$ cat src/lsntc_pkg.sv
`default_nettype none

package lsntc_pkg;

    localparam int SensorWidth = 13;
    localparam int CountWidth  = 16;
    localparam int LimitWidth  = 8;
    localparam int CfgIndexWidth = 3;

    localparam logic [SensorWidth-1:0] HighFloorReset   = 13'd2867;
    localparam logic [SensorWidth-1:0] HighCeilingReset = 13'd4096;
    localparam logic [SensorWidth-1:0] LowFloorReset    = 13'd0;
    localparam logic [SensorWidth-1:0] LowCeilingReset  = 13'd1638;
    localparam logic [LimitWidth-1:0]  RunMinimumReset  = 8'd7;
    localparam logic [LimitWidth-1:0]  LeftGapReset     = 8'd2;
    localparam logic [LimitWidth-1:0]  RightGapReset    = 8'd3;

    localparam logic [CountWidth-1:0] CountMax = '1;

    typedef enum logic [2:0] {
        PH_NODE      = 3'd0,
        PH_SKIP_L    = 3'd1,
        PH_SKIP_R    = 3'd2,
        PH_LEFT      = 3'd3,
        PH_LEFT_GAP  = 3'd4,
        PH_RIGHT     = 3'd5,
        PH_RIGHT_GAP = 3'd6
    } phase_t;

    typedef enum logic [1:0] {
        CLS_NODE  = 2'd0,
        CLS_LEFT  = 2'd1,
        CLS_RIGHT = 2'd2,
        CLS_OTHER = 2'd3
    } class_t;

    typedef enum logic [CfgIndexWidth-1:0] {
        CFG_HIGH_FLOOR      = 3'd0,
        CFG_HIGH_CEILING    = 3'd1,
        CFG_LOW_FLOOR       = 3'd2,
        CFG_LOW_CEILING     = 3'd3,
        CFG_RUN_MINIMUM     = 3'd4,
        CFG_LEFT_GAP_LIMIT  = 3'd5,
        CFG_RIGHT_GAP_LIMIT = 3'd6
    } cfg_index_t;

    typedef struct packed {
        logic [SensorWidth-1:0] sensor_a;
        logic [SensorWidth-1:0] sensor_b;
        logic [SensorWidth-1:0] sensor_c;
        logic [SensorWidth-1:0] sensor_d;
    } sample_t;

    typedef struct packed {
        logic [CountWidth-1:0] node_total;
        logic [CountWidth-1:0] turn_total;
        logic [CountWidth-1:0] left_total;
        logic [CountWidth-1:0] right_total;
        logic [1:0]            heading;
    } result_t;

    function automatic logic [CountWidth-1:0] sat_inc(input logic [CountWidth-1:0] v);
        return (v == CountMax) ? v : v + 1'b1;
    endfunction

endpackage

`default_nettype wire

$ cat src/line_sensor_node_turn_counter.sv
// Node and turn counter for a four-sensor line follower.
//
// Sample channel: sample_valid / sample_stall carry one beat of four
// 13-bit reflectance readings, leftmost first. A beat is taken at a rising
// edge with sample_valid high and sample_stall low.
// Result channel: result_valid / result_stall carry one beat per sample:
// node, turn, left and right totals (saturating at 65535) and the heading.
// The result of a sample is registered and valid in the cycle after it is
// taken. One sample per cycle while no result is stalled; the whole phase
// cascade is evaluated in one pass from the phase and run registers.
// When the receiver stalls, the result register holds its beat and
// sample_stall rises in the same cycle, so no sample is taken until the
// waiting result leaves.
// Config port: cfg_wr_en writes cfg_data into register cfg_index at the
// clock edge; index 7 is ignored. Write only while idle.
// Reset: all counts, runs and the heading clear, the phase returns to the
// node run, and the band bounds and limits take their default values.
`default_nettype none

module line_sensor_node_turn_counter (
    input  wire logic                                      clk,
    input  wire logic                                      rst_n,
    input  wire logic                                      sample_valid,
    output      logic                                      sample_stall,
    input  wire lsntc_pkg::sample_t                        sample,
    output      logic                                      result_valid,
    input  wire logic                                      result_stall,
    output      lsntc_pkg::result_t                        result,
    input  wire logic                                      cfg_wr_en,
    input  wire logic [lsntc_pkg::CfgIndexWidth-1:0]       cfg_index,
    input  wire logic [lsntc_pkg::SensorWidth-1:0]         cfg_data
);

    localparam int SW = lsntc_pkg::SensorWidth;
    localparam int CW = lsntc_pkg::CountWidth;
    localparam int LW = lsntc_pkg::LimitWidth;

    logic [SW-1:0] high_floor_reg, high_ceiling_reg, low_floor_reg, low_ceiling_reg;
    logic [LW-1:0] run_minimum_reg, left_gap_limit_reg, right_gap_limit_reg;

    lsntc_pkg::phase_t phase_reg, phase_next;
    logic [CW-1:0] pattern_run_reg, pattern_run_next;
    logic [CW-1:0] gap_run_reg, gap_run_next;
    logic [CW-1:0] nodes_reg, nodes_next;
    logic [CW-1:0] lefts_reg, lefts_next;
    logic [CW-1:0] rights_reg, rights_next;
    logic [1:0]    balance_reg, balance_next;

    logic               result_valid_reg;
    lsntc_pkg::result_t result_reg, result_next;

    lsntc_pkg::class_t  sample_class;
    logic               accept;
    logic               done;
    logic [CW:0]        turn_sum;
    logic [CW-1:0]      run_min_wide;
    logic               a_high, b_high, c_high, d_high, a_low, d_low;

    assign sample_stall = result_valid_reg && result_stall;
    assign accept       = sample_valid && !sample_stall;
    assign result_valid = result_valid_reg;
    assign result       = result_reg;
    assign run_min_wide = {{(CW-LW){1'b0}}, run_minimum_reg};

    always_ff @(posedge clk or negedge rst_n)
    begin
        if (!rst_n)
        begin
            high_floor_reg      <= lsntc_pkg::HighFloorReset;
            high_ceiling_reg    <= lsntc_pkg::HighCeilingReset;
            low_floor_reg       <= lsntc_pkg::LowFloorReset;
            low_ceiling_reg     <= lsntc_pkg::LowCeilingReset;
            run_minimum_reg     <= lsntc_pkg::RunMinimumReset;
            left_gap_limit_reg  <= lsntc_pkg::LeftGapReset;
            right_gap_limit_reg <= lsntc_pkg::RightGapReset;
        end
        else if (cfg_wr_en)
        begin
            unique case (cfg_index)
                lsntc_pkg::CFG_HIGH_FLOOR:      high_floor_reg      <= cfg_data;
                lsntc_pkg::CFG_HIGH_CEILING:    high_ceiling_reg    <= cfg_data;
                lsntc_pkg::CFG_LOW_FLOOR:       low_floor_reg       <= cfg_data;
                lsntc_pkg::CFG_LOW_CEILING:     low_ceiling_reg     <= cfg_data;
                lsntc_pkg::CFG_RUN_MINIMUM:     run_minimum_reg     <= cfg_data[LW-1:0];
                lsntc_pkg::CFG_LEFT_GAP_LIMIT:  left_gap_limit_reg  <= cfg_data[LW-1:0];
                lsntc_pkg::CFG_RIGHT_GAP_LIMIT: right_gap_limit_reg <= cfg_data[LW-1:0];
                default: ;
            endcase
        end
    end

    always_comb
    begin
        a_high = (sample.sensor_a > high_floor_reg) && (sample.sensor_a < high_ceiling_reg);
        b_high = (sample.sensor_b > high_floor_reg) && (sample.sensor_b < high_ceiling_reg);
        c_high = (sample.sensor_c > high_floor_reg) && (sample.sensor_c < high_ceiling_reg);
        d_high = (sample.sensor_d > high_floor_reg) && (sample.sensor_d < high_ceiling_reg);
        a_low  = (sample.sensor_a > low_floor_reg) && (sample.sensor_a < low_ceiling_reg);
        d_low  = (sample.sensor_d > low_floor_reg) && (sample.sensor_d < low_ceiling_reg);
        if (b_high && c_high && a_high && d_high)
            sample_class = lsntc_pkg::CLS_NODE;
        else if (b_high && c_high && a_high && d_low)
            sample_class = lsntc_pkg::CLS_LEFT;
        else if (b_high && c_high && a_low && d_high)
            sample_class = lsntc_pkg::CLS_RIGHT;
        else
            sample_class = lsntc_pkg::CLS_OTHER;
    end

    // Phases only move forward within one sample, so walk them in order.
    always_comb
    begin
        phase_next       = phase_reg;
        pattern_run_next = pattern_run_reg;
        gap_run_next     = gap_run_reg;
        nodes_next       = nodes_reg;
        lefts_next       = lefts_reg;
        rights_next      = rights_reg;
        balance_next     = balance_reg;
        done             = 1'b0;

        if (phase_reg > lsntc_pkg::PH_RIGHT_GAP)
            phase_next = lsntc_pkg::PH_NODE;

        if (phase_next == lsntc_pkg::PH_NODE)
        begin
            if (sample_class == lsntc_pkg::CLS_NODE)
            begin
                pattern_run_next = lsntc_pkg::sat_inc(pattern_run_next);
                done = 1'b1;
            end
            else
            begin
                if (pattern_run_next > run_min_wide)
                begin
                    nodes_next = lsntc_pkg::sat_inc(nodes_next);
                    phase_next = lsntc_pkg::PH_SKIP_L;
                end
                else
                    phase_next = lsntc_pkg::PH_LEFT;
                pattern_run_next = '0;
            end
        end

        if (!done && phase_next == lsntc_pkg::PH_SKIP_L)
        begin
            if (sample_class == lsntc_pkg::CLS_LEFT)
                done = 1'b1;
            else
                phase_next = lsntc_pkg::PH_SKIP_R;
        end

        if (!done && phase_next == lsntc_pkg::PH_SKIP_R)
        begin
            if (sample_class == lsntc_pkg::CLS_RIGHT)
                done = 1'b1;
            else
                phase_next = lsntc_pkg::PH_LEFT;
        end

        if (!done && phase_next == lsntc_pkg::PH_LEFT)
        begin
            if (sample_class == lsntc_pkg::CLS_LEFT)
            begin
                pattern_run_next = lsntc_pkg::sat_inc(pattern_run_next);
                done = 1'b1;
            end
            else
                phase_next = lsntc_pkg::PH_LEFT_GAP;
        end

        if (!done && phase_next == lsntc_pkg::PH_LEFT_GAP)
        begin
            if (sample_class == lsntc_pkg::CLS_NODE)
            begin
                gap_run_next = lsntc_pkg::sat_inc(gap_run_next);
                done = 1'b1;
            end
            else
            begin
                if (pattern_run_next > run_min_wide
                    && gap_run_next < {{(CW-LW){1'b0}}, left_gap_limit_reg})
                begin
                    lefts_next   = lsntc_pkg::sat_inc(lefts_next);
                    balance_next = balance_next + 2'd1;
                end
                else if (gap_run_next > run_min_wide)
                    nodes_next = lsntc_pkg::sat_inc(nodes_next);
                pattern_run_next = '0;
                gap_run_next     = '0;
                phase_next       = lsntc_pkg::PH_RIGHT;
            end
        end

        if (!done && phase_next == lsntc_pkg::PH_RIGHT)
        begin
            if (sample_class == lsntc_pkg::CLS_RIGHT)
            begin
                pattern_run_next = lsntc_pkg::sat_inc(pattern_run_next);
                done = 1'b1;
            end
            else
                phase_next = lsntc_pkg::PH_RIGHT_GAP;
        end

        // Drop the sample that ends the right gap.
        if (!done && phase_next == lsntc_pkg::PH_RIGHT_GAP)
        begin
            if (sample_class == lsntc_pkg::CLS_NODE)
                gap_run_next = lsntc_pkg::sat_inc(gap_run_next);
            else
            begin
                if (pattern_run_next > run_min_wide
                    && gap_run_next < {{(CW-LW){1'b0}}, right_gap_limit_reg})
                begin
                    rights_next  = lsntc_pkg::sat_inc(rights_next);
                    balance_next = balance_next + 2'd3;
                end
                else if (gap_run_next > run_min_wide)
                    nodes_next = lsntc_pkg::sat_inc(nodes_next);
                pattern_run_next = '0;
                gap_run_next     = '0;
                phase_next       = lsntc_pkg::PH_NODE;
            end
        end

        turn_sum = {1'b0, lefts_next} + {1'b0, rights_next};
        result_next.node_total  = nodes_next;
        result_next.turn_total  = turn_sum[CW] ? lsntc_pkg::CountMax : turn_sum[CW-1:0];
        result_next.left_total  = lefts_next;
        result_next.right_total = rights_next;
        result_next.heading     = balance_next;
    end

    always_ff @(posedge clk or negedge rst_n)
    begin
        if (!rst_n)
        begin
            phase_reg        <= lsntc_pkg::PH_NODE;
            pattern_run_reg  <= '0;
            gap_run_reg      <= '0;
            nodes_reg        <= '0;
            lefts_reg        <= '0;
            rights_reg       <= '0;
            balance_reg      <= '0;
            result_valid_reg <= 1'b0;
        end
        else
        begin
            if (accept)
            begin
                phase_reg       <= phase_next;
                pattern_run_reg <= pattern_run_next;
                gap_run_reg     <= gap_run_next;
                nodes_reg       <= nodes_next;
                lefts_reg       <= lefts_next;
                rights_reg      <= rights_next;
                balance_reg     <= balance_next;
            end
            if (accept)
                result_valid_reg <= 1'b1;
            else if (!result_stall)
                result_valid_reg <= 1'b0;
        end
    end

    always_ff @(posedge clk)
    begin
        if (accept)
            result_reg <= result_next;
    end

    a_result_follows: assert property (@(posedge clk) disable iff (!rst_n)
        accept |=> result_valid)
        else $error("result beat missing after sample beat");

    a_counts_hold: assert property (@(posedge clk) disable iff (!rst_n)
        !accept |=> $stable(nodes_reg) && $stable(lefts_reg) && $stable(rights_reg))
        else $error("count changed without a sample beat");

    a_heading_exact: assert property (@(posedge clk) disable iff (!rst_n)
        (lefts_reg != lsntc_pkg::CountMax && rights_reg != lsntc_pkg::CountMax)
        |-> balance_reg == 2'(lefts_reg - rights_reg))
        else $error("heading disagrees with turn counts");

    a_turn_total: assert property (@(posedge clk) disable iff (!rst_n)
        result_valid |-> result.turn_total >= result.left_total
                      && result.turn_total >= result.right_total)
        else $error("turn total below a turn count");

endmodule

`default_nettype wire

$ cat config.mk
export PLATFORM = sky130hd
export DESIGN_NAME = line_sensor_node_turn_counter
export DESIGN_NICKNAME = d
export VERILOG_FILES = /design/src/lsntc_pkg.sv /design/src/line_sensor_node_turn_counter.sv
export SDC_FILE = /design/constraint.sdc
export NUM_CORES = 1
export LEC_CHECK = 0
export BUFFER_PORTS_ARGS = -buffer_cell sky130_fd_sc_hd__buf_2
export CAP_MARGIN = 20
export CORE_UTILIZATION = 45
export CTS_CLUSTER_DIAMETER = 40
export DETAILED_ROUTE_END_ITERATION = 6
export MAX_ROUTING_LAYER = met4
export SLEW_MARGIN = 20
export SYNTH_ARGS = -nofsm -noshare
export SYNTH_HDL_FRONTEND = slang
export SYNTH_SLANG_ARGS = --single-unit
$ cat constraint.sdc
create_clock -name clk -period 16.2 [get_ports clk]
set_clock_uncertainty 0.05 [all_clocks]
set_input_delay 3.24 -clock clk [delete_from_list [all_inputs] [get_ports clk]]
set_output_delay 3.24 -clock clk [all_outputs]
set_load 0.02 [all_outputs]
* Word-level counts from Yosys, hierarchy flattened
Index checks and enable logic that the tools add are counted.
** Cells by class
- Order comparisons :: 20
- Equal/unequal tests :: 25
- Add/sub/neg operators :: 13
- Multiplexer cells :: 80
- Reduce and logical (&&, ||, !) cells :: 39
** Operator list (number)
- 16-bit two-way mux :: 41
- 16-bit by 1-bit adder with 16-bit output (second input constant) :: 10
- 16-bit equality test (second input constant) :: 10
- 16-bit by 8-bit greater-than comparator with 1-bit output :: 5
- 13-bit greater-than comparator :: 6
- 13-bit < comparator :: 6
- 3-bit two-way mux :: 15
- 16-bit by 8-bit < comparator with 1-bit output :: 2
- 1-bit logical AND :: 22
- 3-bit equality test (second input constant) :: 6
- 2-bit two-way mux :: 9
- 16-bit by 16-bit adder with 17-bit output :: 1
- 1-bit two-way mux :: 15
- 2-bit AND reduction :: 7
- 3-bit by 2-bit equality test with 1-bit output (second input constant) :: 4
- 1-bit zero test :: 7
- 3-bit by 1-bit equality test with 1-bit output (second input constant) :: 2
- 3-bit zero test :: 2
- 3-bit greater-than comparator (second input constant) :: 1
- 2-bit by 1-bit adder with 2-bit output (second input constant) :: 1
- 2-bit adder (second input constant) :: 1
- 2-bit by 1-bit equality test with 1-bit output (second input constant) :: 1
- 2-bit equality test (second input constant) :: 1
- 2-bit zero test :: 1
- 2-bit by 1-bit inequality test with 1-bit output (second input constant) :: 1
** Word-level totals
- Register bits after elaboration :: 228
- Input bits :: 73
- Word-level logic and storage cells :: 197
- Output and inout bits :: 68

* Longest topological paths before layout
Gate-level depths: netlist (run 1).
- Word-level depth :: 33
- Gate-level depth with buffers :: 68
- Gate-level depth less buffers :: 58

* Least setup slack after synthesis (run 1)
Ideal clock, no wire load.
- Path kind :: input -> register
- Start :: in sample[15] (netlist bit)
- End :: reg result_reg (netlist bit result[38]) (data pin)
- Slack :: 935 ps
- Path buffers :: 10
- Required time :: 15882 ps
- Library setup time :: 268 ps
- Arrival time :: 14947 ps
- Stages on the path :: 67
- Path through :: ha_1 -> or4_1 -> a21oi_1 -> or4_1 -> o211ai_2 -> or3_1 -> buf_4 -> nor3_1 -> clkbuf_1 -> clkbuf_1 -> nand4_1 -> nand2_1 -> ha_1 -> o311ai_1 -> or2_0 -> buf_2 -> or3_1 -> buf_2 -> [... 31 more ...] -> a21oi_1 -> nor2_1 -> nor2_1 -> o21bai_1 -> a21oi_1 -> o21bai_1 -> a21oi_1 -> nor2b_1 -> o21a_1 -> o21ai_0 -> nand2b_1 -> a21oi_1 -> o21bai_1 -> a21oi_1 -> o21bai_1 -> a21oi_1 -> clkbuf_1 -> nand2_1
** RTL lines
- start: declaration :: line line_sensor_node_turn_counter.sv:25 : input wire lsntc_pkg::sample_t sample,
- end signal: assignment :: line line_sensor_node_turn_counter.sv:270 : result_reg <= result_next;
- end: declaration :: line line_sensor_node_turn_counter.sv:50 : lsntc_pkg::result_t result_reg, result_next;

==> results of run 1 <==
-- routing by layer --
metal | GRT usage | up-vias | share of wire
met2 | 0.451 | 626 | 0.45
met4 | 0.0781 | 0 | 0.022
met3 | 0.0397 | 81 | 0.062
met5 | - | - | 0
li1 | - | 8806 | -
met1 | 0.391 | 8836 | 0.46
-- final timing paths --
kind                                            to  slack (ps)  depth (start not counted)
max in group asynchronous       pattern_run_reg[0]       12290                          2
worst min register to register      balance_reg[1]         450                          1
worst min-delay path                balance_reg[1]         450                          1
min in group asynchronous             lefts_reg[6]        2540                          1
worst max register to register          result[42]        3180                         58
worst max-delay path                    result[42]        1040                         58
-- Yosys cell counts (all sizes together), types with 12 or more instances --
cell | n | share of area
ha | 230 | 0.14
dfstp | 20 | 0.026
dfrtp | 142 | 0.18
or2 | 12 | 0.0037
nor4 | 43 | 0.014
a21oi | 108 | 0.027
a211oi | 17 | 0.0064
and4 | 14 | 0.0062
edfxtp | 66 | 0.099
and3 | 32 | 0.010
nand2 | 254 | 0.048
clkbuf | 54 | 0.010
o211ai | 17 | 0.0069
xnor2 | 77 | 0.034
nand2b | 29 | 0.0092
nand3 | 91 | 0.023
inv | 123 | 0.023
a21o | 30 | 0.011
or3 | 23 | 0.0072
xor2 | 60 | 0.027
buf | 31 | 0.0091
o31ai | 24 | 0.0097
nor3 | 63 | 0.018
nor2 | 159 | 0.030
nor2b | 23 | 0.0072
a31oi | 34 | 0.011
o21a | 17 | 0.0064
and2 | 21 | 0.0066
o21ai | 130 | 0.033
mux2 | 63 | 0.036
nand4 | 68 | 0.022
-- power by group --
group | switching [W] | total [W] | leakage (nW) | internal (W)
logic | 0.000521 | 0.000800 | 6.49 | 0.000279
registers | 0.0000594 | 0.000743 | 2.70 | 0.000684
clock network | 0.000335 | 0.000947 | 0.732 | 0.000612
total | 0.000915 | 0.00249 | 9.92 | 0.00158
-- final cells by class --
| cell class | instances | share of cell area |
|---|---|---|
| Antenna cell | 3 | 0.000328 |
| Clock inverter | 28 | 0.0186 |
| Multi-Input combinational cell | 1853 | 0.575 |
| Tap cell | 585 | 0.0319 |
| Inverter | 124 | 0.0204 |
| Timing Repair Buffer | 170 | 0.0407 |
| Clock buffer | 52 | 0.0484 |
| Sequential cell | 228 | 0.264 |
-- logic make-up (layout without fill, tap and decap cells) --
group | count (synthesis) | count (layout) | synth area share
mux | 74 | 74 | 0.0411
buf+inv | 209 | 374 | 0.0427
xor+xnor | 137 | 137 | 0.0607
compound gates | 531 | 531 | 0.181
fa+ha+maj | 231 | 231 | 0.145
simple gates | 880 | 880 | 0.228
other cells | 0 | 3 | 0
flops | 228 | 228 | 0.303
-- timing repair --
item                                    CTS  global route
hold endpoints to repair                  0             0
gates resized for setup                   0             7
endpoints found under the setup margin    0            16
-- through the flow --
step	power (W)	hold slack [ps]
2_1_floorplan	0.00128	412
3_3_place_gp	0.00152	427
3_5_place_dp	0.00153	428
4_1_cts	0.00250	453
5_1_grt	0.00263	468
6_report	0.00249	451
-- worst max-delay path, delay by kind of cell --
family	cells	cell delay, ps
compound gates	27	5190
buf+inv	3	670
xor+xnor	1	200
fa+ha+maj	5	1510
simple gates	20	3830
mux	2	760
==> reports/qor_table.md, run 1 <==
| Metric | This run | Unit |
|:---|:---|:---|
| Critical Path Slowest Stage Cell | or3_1 | - |
| Row Count | 76 | - |
| Crit-path most repeated cell | a21oi_1 | - |
| Port buffer count | 140 | - |
| Power per Cell Area | 109 | nW/um^2 |
| TritonCTS clock tree | done | - |
| Placed Cells | 2960 | - |
| HPWL after detailed placement | 48300 | um |
| P&R area growth vs syn | 14.5 | % |
| Yosys cell types | 109 | - |
| Number of antenna violations at the first check in global routing | 3 | - |
| Startpoint type of the worst setup path | primary input | - |
| Setup-failing EPs final | 0 | - |
| IR Drop Worst-Case VDD | 0.0000915 | V |
| Seq/Total Area, Yosys | 0.303 | - |
| Maximum count of clock buffers along a single path | 3 | - |
| Cell at the root of the clock tree | clkbuf_16 | - |
| Beginning of the worst register-to-register path | high_floor_reg[11] | - |
| Transition time at the pin with the least slew margin | 969 | ps |
| Dominant register cell in the synthesized netlist | dfrtp_1 | - |
| Synthesized area | 20000 | um^2 |
| Number of detailed-route iterations in the first pass | 5 | - |
| Hold buffer count at cts | 0 | - |
| Clock edge transition at the registers on the reported setup and hold paths | 60 | ps |
| Endpoint kind of the worst setup timing path | flop | - |
| Count of H-tree levels built during CTS | 2 | - |
| Die area | 45300 | um^2 |
| Insertion delay to the later sink of the worst-skew pair | 590 | ps |
| Largest fanout on the critical path | 22 | - |
| Number of design-rule violations left by the first detailed-router iteration | 1574 | - |
| Initial Util | 0.461 | - |
| Register cell area after layout | 6060 | um^2 |
| Final core utilization | 0.527 | - |
| First-pass GRT wire length | 99400 | um |
| Remaining Overflow, GRT | 0 | - |
| Setup TNS | 0 | ps |
| Final clock period utilization by the worst path | 0.936 | - |
| Top achievable clock speed | 66.0 | MHz |
| Cell area after layout | 22900 | um^2 |
| Number of nets in the finished design | 2724 | - |
| Routability cong. | 0.954 | - |
| Launch point of the worst path | sample[42] | - |
| Worst hold-check path type | flop to flop | - |
| Slew Limit Headroom | 0.354 | - |
| Instance area at placement | 21300 | um^2 |
| Async SR Flop Fraction | 0.711 | - |
| Chip Width | 213 | um |
| Routed length per placed instance | 20.7 | um |
| Total routed wirelength | 63000 | um |
| Layout cells sized above 1 | 0.161 | - |
| HP Start | balance_reg[1] | - |
| Inserted Clock Buffers | 43 | - |
| Total of flip-flops plus latches after synthesis | 228 | - |
| Post-detailed-route DRC marker count | 0 | - |
| Multi-input combinational cell area | 13200 | um^2 |
| Number of buffers inserted to repair setup after CTS | 0 | - |
| Post-Synthesis Net Count | 2594 | - |
| Number of global-route vias before repair | 17600 | - |
| Pin count of the biggest net entering global routing | 70 | - |
| Total count of hold-check failures in the final report | 0 | - |
| Flip-flop count of the largest register after layout | 66 | - |
| Number of top-level pins | 141 | - |
| Unrepaired setup endpoints after global routing | no | - |
| Count of flip-flops with a built-in enable after synthesis | 66 | - |
| Post-place setup slack | 163 | ps |
| Worst setup path category | primary input to flop | - |
| Leakage Power | 9.92 | nW |
| Highest-count cells in the layout ignoring fill and taps | nand2_1 (250), ha_1 (230), nor2_1 (156), dfrtp_1 (142), buf_2 (139) | - |
| Number of sinks handled by clock tree synthesis | 228 | - |
| Count of placed standard cells in the final layout, fillers left out | 3043 | - |
| Max cap viols | 0 | - |
| Leading cell type in the layout, fill and taps excluded | nand2_1 | - |
| Post-layout worst setup margin | 1040 | ps |
| Maximum single-stage delay on the critical path | 490 | ps |
| Worst path required time | 16480 | ps |
| Run status | finished, final reports clean | - |
| Max Slew Vio Count | 0 | - |
| Number of warnings printed during yosys synthesis | 0 | - |
| Die boundary height | 213 | um |
| Area of the core | 43500 | um^2 |
| Vias per Instance | 6.03 | - |
| Number of antenna-violating nets in the routed design | 0 | - |
| Post-route minimum period | 15160 | ps |
| Per-instance average area after synthesis | 8.74 | um^2 |
| Arrival time at the worst endpoint | 15450 | ps |
| Via count | 18300 | - |
| Gate Count Post-Synth | 2290 | - |
| Overall fraction of global-route tracks in use | 0.289 | - |
| Total of fill cells in the finished design | 4062 | - |
Note: power is estimated with default switching activity, not from simulation.
==> run 2: changes to the inputs <==
--- a/config.mk
+++ b/config.mk
@@ -7,6 +7,7 @@
 export LEC_CHECK = 0
 export BUFFER_PORTS_ARGS = -buffer_cell sky130_fd_sc_hd__buf_2
 export CAP_MARGIN = 20
+export CORE_MARGIN = 5
 export CORE_UTILIZATION = 45
 export CTS_CLUSTER_DIAMETER = 40
 export DETAILED_ROUTE_END_ITERATION = 6
==> run 2 against run 1 <==
Cell area shrank 0.37%. Total power shrank 2.0%. Critical endpoint unchanged. Combinational power is essentially flat. Critical path depth is the same. Largest cell class unchanged. Critical path type unchanged. Core utilization shrank 0.99 points. Cell count is essentially flat. Maximum frequency is essentially flat. Flip-flop and latch count is the same.
==> reports/qor_table.md, run 2 (synthesis gave the netlist of run 1 again) <==
| Metric | This run | Unit |
|:---|:---|:---|
| Number of antenna-violating nets in the routed design | 0 | - |
| IR Drop Worst-Case VDD | 0.0000953 | V |
| Combinational share of power | 0.326 | - |
| Port buffer count | 140 | - |
| Die boundary height | 221 | um |
| Clock edge transition at the registers on the reported setup and hold paths | 60 | ps |
| Overall fraction of global-route tracks in use | 0.254 | - |
| Startpoint type of the worst setup path | primary input | - |
| Setup-failing EPs final | 0 | - |
| Die area | 48800 | um^2 |
| Depth of the worst hold-timing path | 1 | - |
| Flip-flop count of the largest register after layout | 66 | - |
| Pin count of the biggest net entering global routing | 68 | - |
| Power Internal | 0.00152 | W |
| Worst hold-check path type | flop to flop | - |
| Number of nets in the finished design | 2722 | - |
| Total routed wirelength | 62800 | um |
| Remaining Overflow, GRT | 0 | - |
| Final clock period utilization by the worst path | 0.935 | - |
| Sequential share of power | 0.304 | - |
| HP Start | balance_reg[1] | - |
| Area of the core | 44100 | um^2 |
| Inserted Clock Buffers | 42 | - |
| Worst path required time | 16490 | ps |
| Chip Width | 221 | um |
| Initial Util | 0.454 | - |
| Instance area at placement | 21300 | um^2 |
| Routed length per placed instance | 20.6 | um |
| First-pass GRT wire length | 98700 | um |
| Multi-input combinational cell area | 13200 | um^2 |
| Number of design-rule violations left by the first detailed-router iteration | 1570 | - |
| P&R area growth vs syn | 14.0 | % |
| Worst setup slack for register-to-register paths | 3260 | ps |
| Post-detailed-route DRC marker count | 0 | - |
| Number of detailed-route iterations in the first pass | 6 | - |
| Transition time at the pin with the least slew margin | 999 | ps |
| Setup TNS | 0 | ps |
| Total count of hold-check failures in the final report | 0 | - |
| Beginning of the worst register-to-register path | high_floor_reg[11] | - |
| Number of antenna violations at the first check in global routing | 1 | - |
| Layout cells sized above 1 | 0.162 | - |
| Vias per Instance | 6.05 | - |
| Switching power total | 0.000919 | W |
| Register cell area after layout | 6060 | um^2 |
| Highest-count cells in the layout ignoring fill and taps | nand2_1 (250), ha_1 (230), nor2_1 (156), dfrtp_1 (142), buf_2 (139) | - |
| Maximum count of clock buffers along a single path | 3 | - |
| Number of sinks handled by clock tree synthesis | 228 | - |
| Leading cell type in the layout, fill and taps excluded | nand2_1 | - |
| Leakage Power | 9.89 | nW |
| Cell area after layout | 22800 | um^2 |
| Worst R2R Path Depth | 58 | - |
| Switching portion of total power | 0.377 | - |
| Total of fill cells in the finished design | 4228 | - |
| Worst r2r dst | result[42] | - |
| Run status | finished, final reports clean | - |
| Post-layout worst setup margin | 1050 | ps |
| TritonCTS clock tree | done | - |
| Insertion delay to the later sink of the worst-skew pair | 590 | ps |
| Number of global-route vias before repair | 17400 | - |
| Worst setup path category | primary input to flop | - |
| Critical Path Slowest Stage Cell | or3_1 | - |
| Number of top-level pins | 141 | - |
| Maximum single-stage delay on the critical path | 530 | ps |
| Top achievable clock speed | 66.0 | MHz |
| Max cap viols | 0 | - |
| Power per Cell Area | 107 | nW/um^2 |
| Crit-path most repeated cell | a21oi_1 | - |
| Count of H-tree levels built during CTS | 2 | - |
| Number of buffers inserted to repair setup after CTS | 0 | - |
| Endpoint kind of the worst setup timing path | flop | - |
| Via count | 18400 | - |
| Post-place setup slack | 325 | ps |
| Arrival time at the worst endpoint | 15440 | ps |
| Unrepaired setup endpoints after global routing | no | - |
| Clock network power share | 0.369 | - |
| Routability cong. | 0.968 | - |
| Row Count | 77 | - |
| Max Slew Vio Count | 0 | - |
| Post-route minimum period | 15150 | ps |
| Hold EP | balance_reg[1] | - |
| Largest fanout on the critical path | 22 | - |
| Slew Limit Headroom | 0.329 | - |
| Cell at the root of the clock tree | clkbuf_16 | - |
| HPWL after detailed placement | 48400 | um |
[run 2: how the worst max path moves through the flow]
stage	endpoint	start	slack, ps	cells after the start
3_5_place_dp	result[42]	sample[16]	320	58
2_1_floorplan	result[38]	sample[15]	940	67
3_3_place_gp	result[42]	sample[42]	690	57
4_1_cts	result[42]	sample[16]	870	58
6_report	result[42]	sample[16]	1050	58
5_1_grt	result[42]	sample[16]	30	60
[run 2: area by class of cell]
cell class	instances	area share
Antenna cell	1	0.000110
Clock buffer	46	0.0471
Clock inverter	32	0.0172
Inverter	124	0.0205
Multi-Input combinational cell	1853	0.577
Sequential cell	228	0.265
Tap cell	592	0.0324
Timing Repair Buffer	169	0.0405
[run 2: routing by layer]
metal  GRT usage  routed length, um  vias to the layer above
met4      0.0672               1510                        0
met2       0.403              29000                      679
met3      0.0297               4190                      112
met1       0.346              28100                     8837
li1            -                  -                     8793
met5           -                  0                        -
[run 2: power groups by stage]
| stage | combinational, W | clock (W) | sequential (W) |
|---|---|---|---|
| global placement | 0.000767 | 0 | 0.000750 |
| detailed placement | 0.000783 | 0 | 0.000752 |
| finish | 0.000797 | 0.000901 | 0.000743 |
| global route | 0.000881 | 0.000949 | 0.000754 |
| floorplan | 0.000538 | 0 | 0.000746 |
| CTS | 0.000789 | 0.000924 | 0.000743 |
[run 2: timing repair]
item	4_1_cts	5_1_grt
hold buffers	0	0
gates resized for setup	0	5
endpoints found under the setup margin	0	16
[run 2: critical path: cells and delay by family]
family	cells	cell delay, ps
AND/OR/NAND/NOR	22	4750
buffers and inverters	3	680
XOR/XNOR	1	200
multiplexers	2	760
AO/OA/AOI/OAI	25	4430
adder cells (fa/ha/maj)	5	1410
[run 2: stage by stage]
step / instances / power, W / utilization / hold WS, ps
2_1_floorplan: 2290 / 0.00128 / - / 412
3_3_place_gp: 2966 / 0.00152 / 0.484 / 425
3_5_place_dp: 2966 / 0.00153 / 0.484 / 429
4_1_cts: 3044 / 0.00246 / 0.517 / 439
5_1_grt: 3044 / 0.00258 / 0.517 / 466
6_report: 3045 / 0.00244 / 0.517 / 436
==> run 3: changes to the inputs <==
--- a/config.mk
+++ b/config.mk
@@ -7,6 +7,7 @@
 export LEC_CHECK = 0
 export BUFFER_PORTS_ARGS = -buffer_cell sky130_fd_sc_hd__buf_2
 export CAP_MARGIN = 20
+export CORE_ASPECT_RATIO = 1.2
 export CORE_MARGIN = 5
 export CORE_UTILIZATION = 45
 export CTS_CLUSTER_DIAMETER = 40
==> run 3 against run 2 <==
First-iteration DRC count fell by 22%. Register-to-register slack got worse by 30 ps. Total power fell by 1.5%. Flip-flop and latch count did not move. Via count barely moved. Die area barely moved. Maximum frequency fell by 0.24%. Sequential share of layout area rose by 0.11 points. Cell count fell by 1.1%. Global-route usage rose by 1.5 points. Critical path type unchanged. Largest cell class unchanged. Largest power group unchanged.
==> reports/qor_table.md, run 3 (synthesis gave the netlist of run 1 again) <==
| Metric | This run | Unit |
|:---|:---|:---|
| Run status | finished, final reports clean | - |
| First-pass GRT wire length | 102000 | um |
| Unrepaired setup endpoints after global routing | no | - |
| HPWL after detailed placement | 49500 | um |
| Power per Cell Area | 106 | nW/um^2 |
| Number of antenna violations at the first check in global routing | 0 | - |
| Initial Util | 0.456 | - |
| Setup TNS | 0 | ps |
| Maximum single-stage delay on the critical path | 530 | ps |
| Combinational share of power | 0.334 | - |
| Flip-flop count of the largest register after layout | 66 | - |
| Chip Width | 203 | um |
| TritonCTS clock tree | done | - |
| Overall fraction of global-route tracks in use | 0.269 | - |
| Critical Path Slowest Stage Cell | or3_1 | - |
| Startpoint type of the worst setup path | primary input | - |
| Inserted Clock Buffers | 40 | - |
| Number of nets in the finished design | 2726 | - |
| Clock edge transition at the registers on the reported setup and hold paths | 60 | ps |
| Clock network power share | 0.357 | - |
| Count of H-tree levels built during CTS | 2 | - |
| Transition time at the pin with the least slew margin | 914 | ps |
| Die boundary height | 241 | um |
| Number of design-rule violations left by the first detailed-router iteration | 1221 | - |
| P&R area growth vs syn | 13.6 | % |
| Layout cells sized above 1 | 0.163 | - |
| Remaining Overflow, GRT | 0 | - |
| Final core utilization | 0.518 | - |
| Final clock period utilization by the worst path | 0.938 | - |
| Arrival time at the worst endpoint | 15440 | ps |
| Switching power total | 0.000903 | W |
| Worst setup path category | primary input to flop | - |
| Max cap viols | 0 | - |
| Largest fanout on the critical path | 22 | - |
| Endpoint kind of the worst setup timing path | flop | - |
| Setup-failing EPs final | 0 | - |
| Total count of hold-check failures in the final report | 0 | - |
| Row Count | 84 | - |
| Number of antenna-violating nets in the routed design | 0 | - |
| Number of sinks handled by clock tree synthesis | 228 | - |
| Max Slew Vio Count | 0 | - |
| Top achievable clock speed | 65.8 | MHz |
| Vias per Instance | 6.11 | - |
| Insertion delay to the later sink of the worst-skew pair | 570 | ps |
| Post-route minimum period | 15190 | ps |
| Cell at the root of the clock tree | clkbuf_16 | - |
| Port buffer count | 140 | - |
| Leakage Power | 9.87 | nW |
| IR Drop Worst-Case VDD | 0.0000960 | V |
| Post-detailed-route DRC marker count | 0 | - |
| Routed length per placed instance | 21.3 | um |
| Switching portion of total power | 0.376 | - |
| Sequential share of power | 0.309 | - |
| Number of top-level pins | 141 | - |
| Antenna fix cells | 0 | - |
| Routability cong. | 0.969 | - |
| Area of the core | 43900 | um^2 |
| Number of detailed-route iterations in the first pass | 6 | - |
| Number of global-route vias before repair | 18200 | - |
| Highest-count cells in the layout ignoring fill and taps | nand2_1 (250), ha_1 (230), nor2_1 (156), dfrtp_1 (142), buf_2 (139) | - |
| Worst path required time | 16450 | ps |
| Power Internal | 0.00150 | W |
| Pin count of the biggest net entering global routing | 71 | - |
| Crit-path most repeated cell | a21oi_1 | - |
| Via count | 18400 | - |
| Die area | 48800 | um^2 |
| Slew Limit Headroom | 0.391 | - |
| Total routed wirelength | 64300 | um |
| Leading cell type in the layout, fill and taps excluded | nand2_1 | - |
| Worst hold-check path type | flop to flop | - |
| Maximum count of clock buffers along a single path | 3 | - |
-- run 3: changes by cell type in the layout (fill, tap and decap cells not counted), moves of 2 or more --
| cell | change |
|---|---|
| clkbuf_1 | -2 |
| clkinv_4 | +8 |
| clkinv_16 | -2 |
| inv_6 | -3 |
| buf_4 | +6 |
| clkinv_2 | -2 |
| clkinvlp_4 | +2 |
-- run 3: area by class of cell --
| type | instances | area, um^2 |
|---|---|---|
| fillers | 4117 | 21200 |
| multi-input cells | 1853 | 13200 |
| flip-flops and latches | 228 | 6060 |
| clock buffers | 42 | 1030 |
| repair buffers | 175 | 970 |
| well taps | 559 | 699 |
| inverters | 124 | 468 |
| clock inverters | 32 | 345 |
-- run 3: final timing paths --
check / startpoint / endpoint / slack [ps] / depth (start not counted)
worst min register to register: balance_reg[1] / balance_reg[1] / 440 / 1
worst max-delay path: sample[16] / result[42] / 1010 / 58
min in group asynchronous: rst_n / lefts_reg[9] / 2550 / 1
max in group asynchronous: rst_n / gap_run_reg[8] / 12240 / 2
worst min-delay path: balance_reg[1] / balance_reg[1] / 440 / 1
worst max register to register: high_ceiling_reg[12] / result[42] / 3230 / 58
-- run 3: worst max-delay path: cells and delay by family --
kind / cells / cell delay, ps
muxes: 2 / 730
AOI/OAI and AO/OA: 25 / 4450
xor gates and xnor gates: 1 / 190
buffers and inverters: 3 / 680
and+or+nand+nor: 22 / 4730
adders and majority gates: 5 / 1410
-- run 3: per-stage QoR --
stage | total power (W) | cells | setup slack (ps) | cell area [um^2] | hold slack, ps
4_1_cts | 0.00242 | 3013 | 1030 | 22700 | 440
5_1_grt | 0.00255 | 3013 | 14.5 | 22700 | 459
6_report | 0.00240 | 3013 | 1010 | 22700 | 438
2_1_floorplan | 0.00128 | 2290 | 935 | 20000 | 412
3_5_place_dp | 0.00155 | 2939 | 496 | 21400 | 429
3_3_place_gp | 0.00153 | 2939 | 788 | 21400 | 425
-- run 3: what timing repair did --
item / in CTS / in global routing
endpoints found under the setup margin: 0 / 16
hold buffers: 0 / 0
gates resized for setup: 0 / 3
setup buffers: 0 / 0
-- run 3: per-layer routing --
layer	vias up	GRT usage	share of wire
met5	-	-	0
li1	8798	-	-
met1	8892	0.317	0.41
met2	584	0.475	0.50
met3	144	0.0343	0.046
met4	0	0.0938	0.036
-- run 3: power by group through the flow --
stage / Sequential, W / Combinational, W / Clock [W]
6_report: 0.000743 / 0.000804 / 0.000857
5_1_grt: 0.000753 / 0.000893 / 0.000904
4_1_cts: 0.000743 / 0.000800 / 0.000877
3_5_place_dp: 0.000753 / 0.000794 / 0
3_3_place_gp: 0.000751 / 0.000778 / 0
2_1_floorplan: 0.000746 / 0.000538 / 0
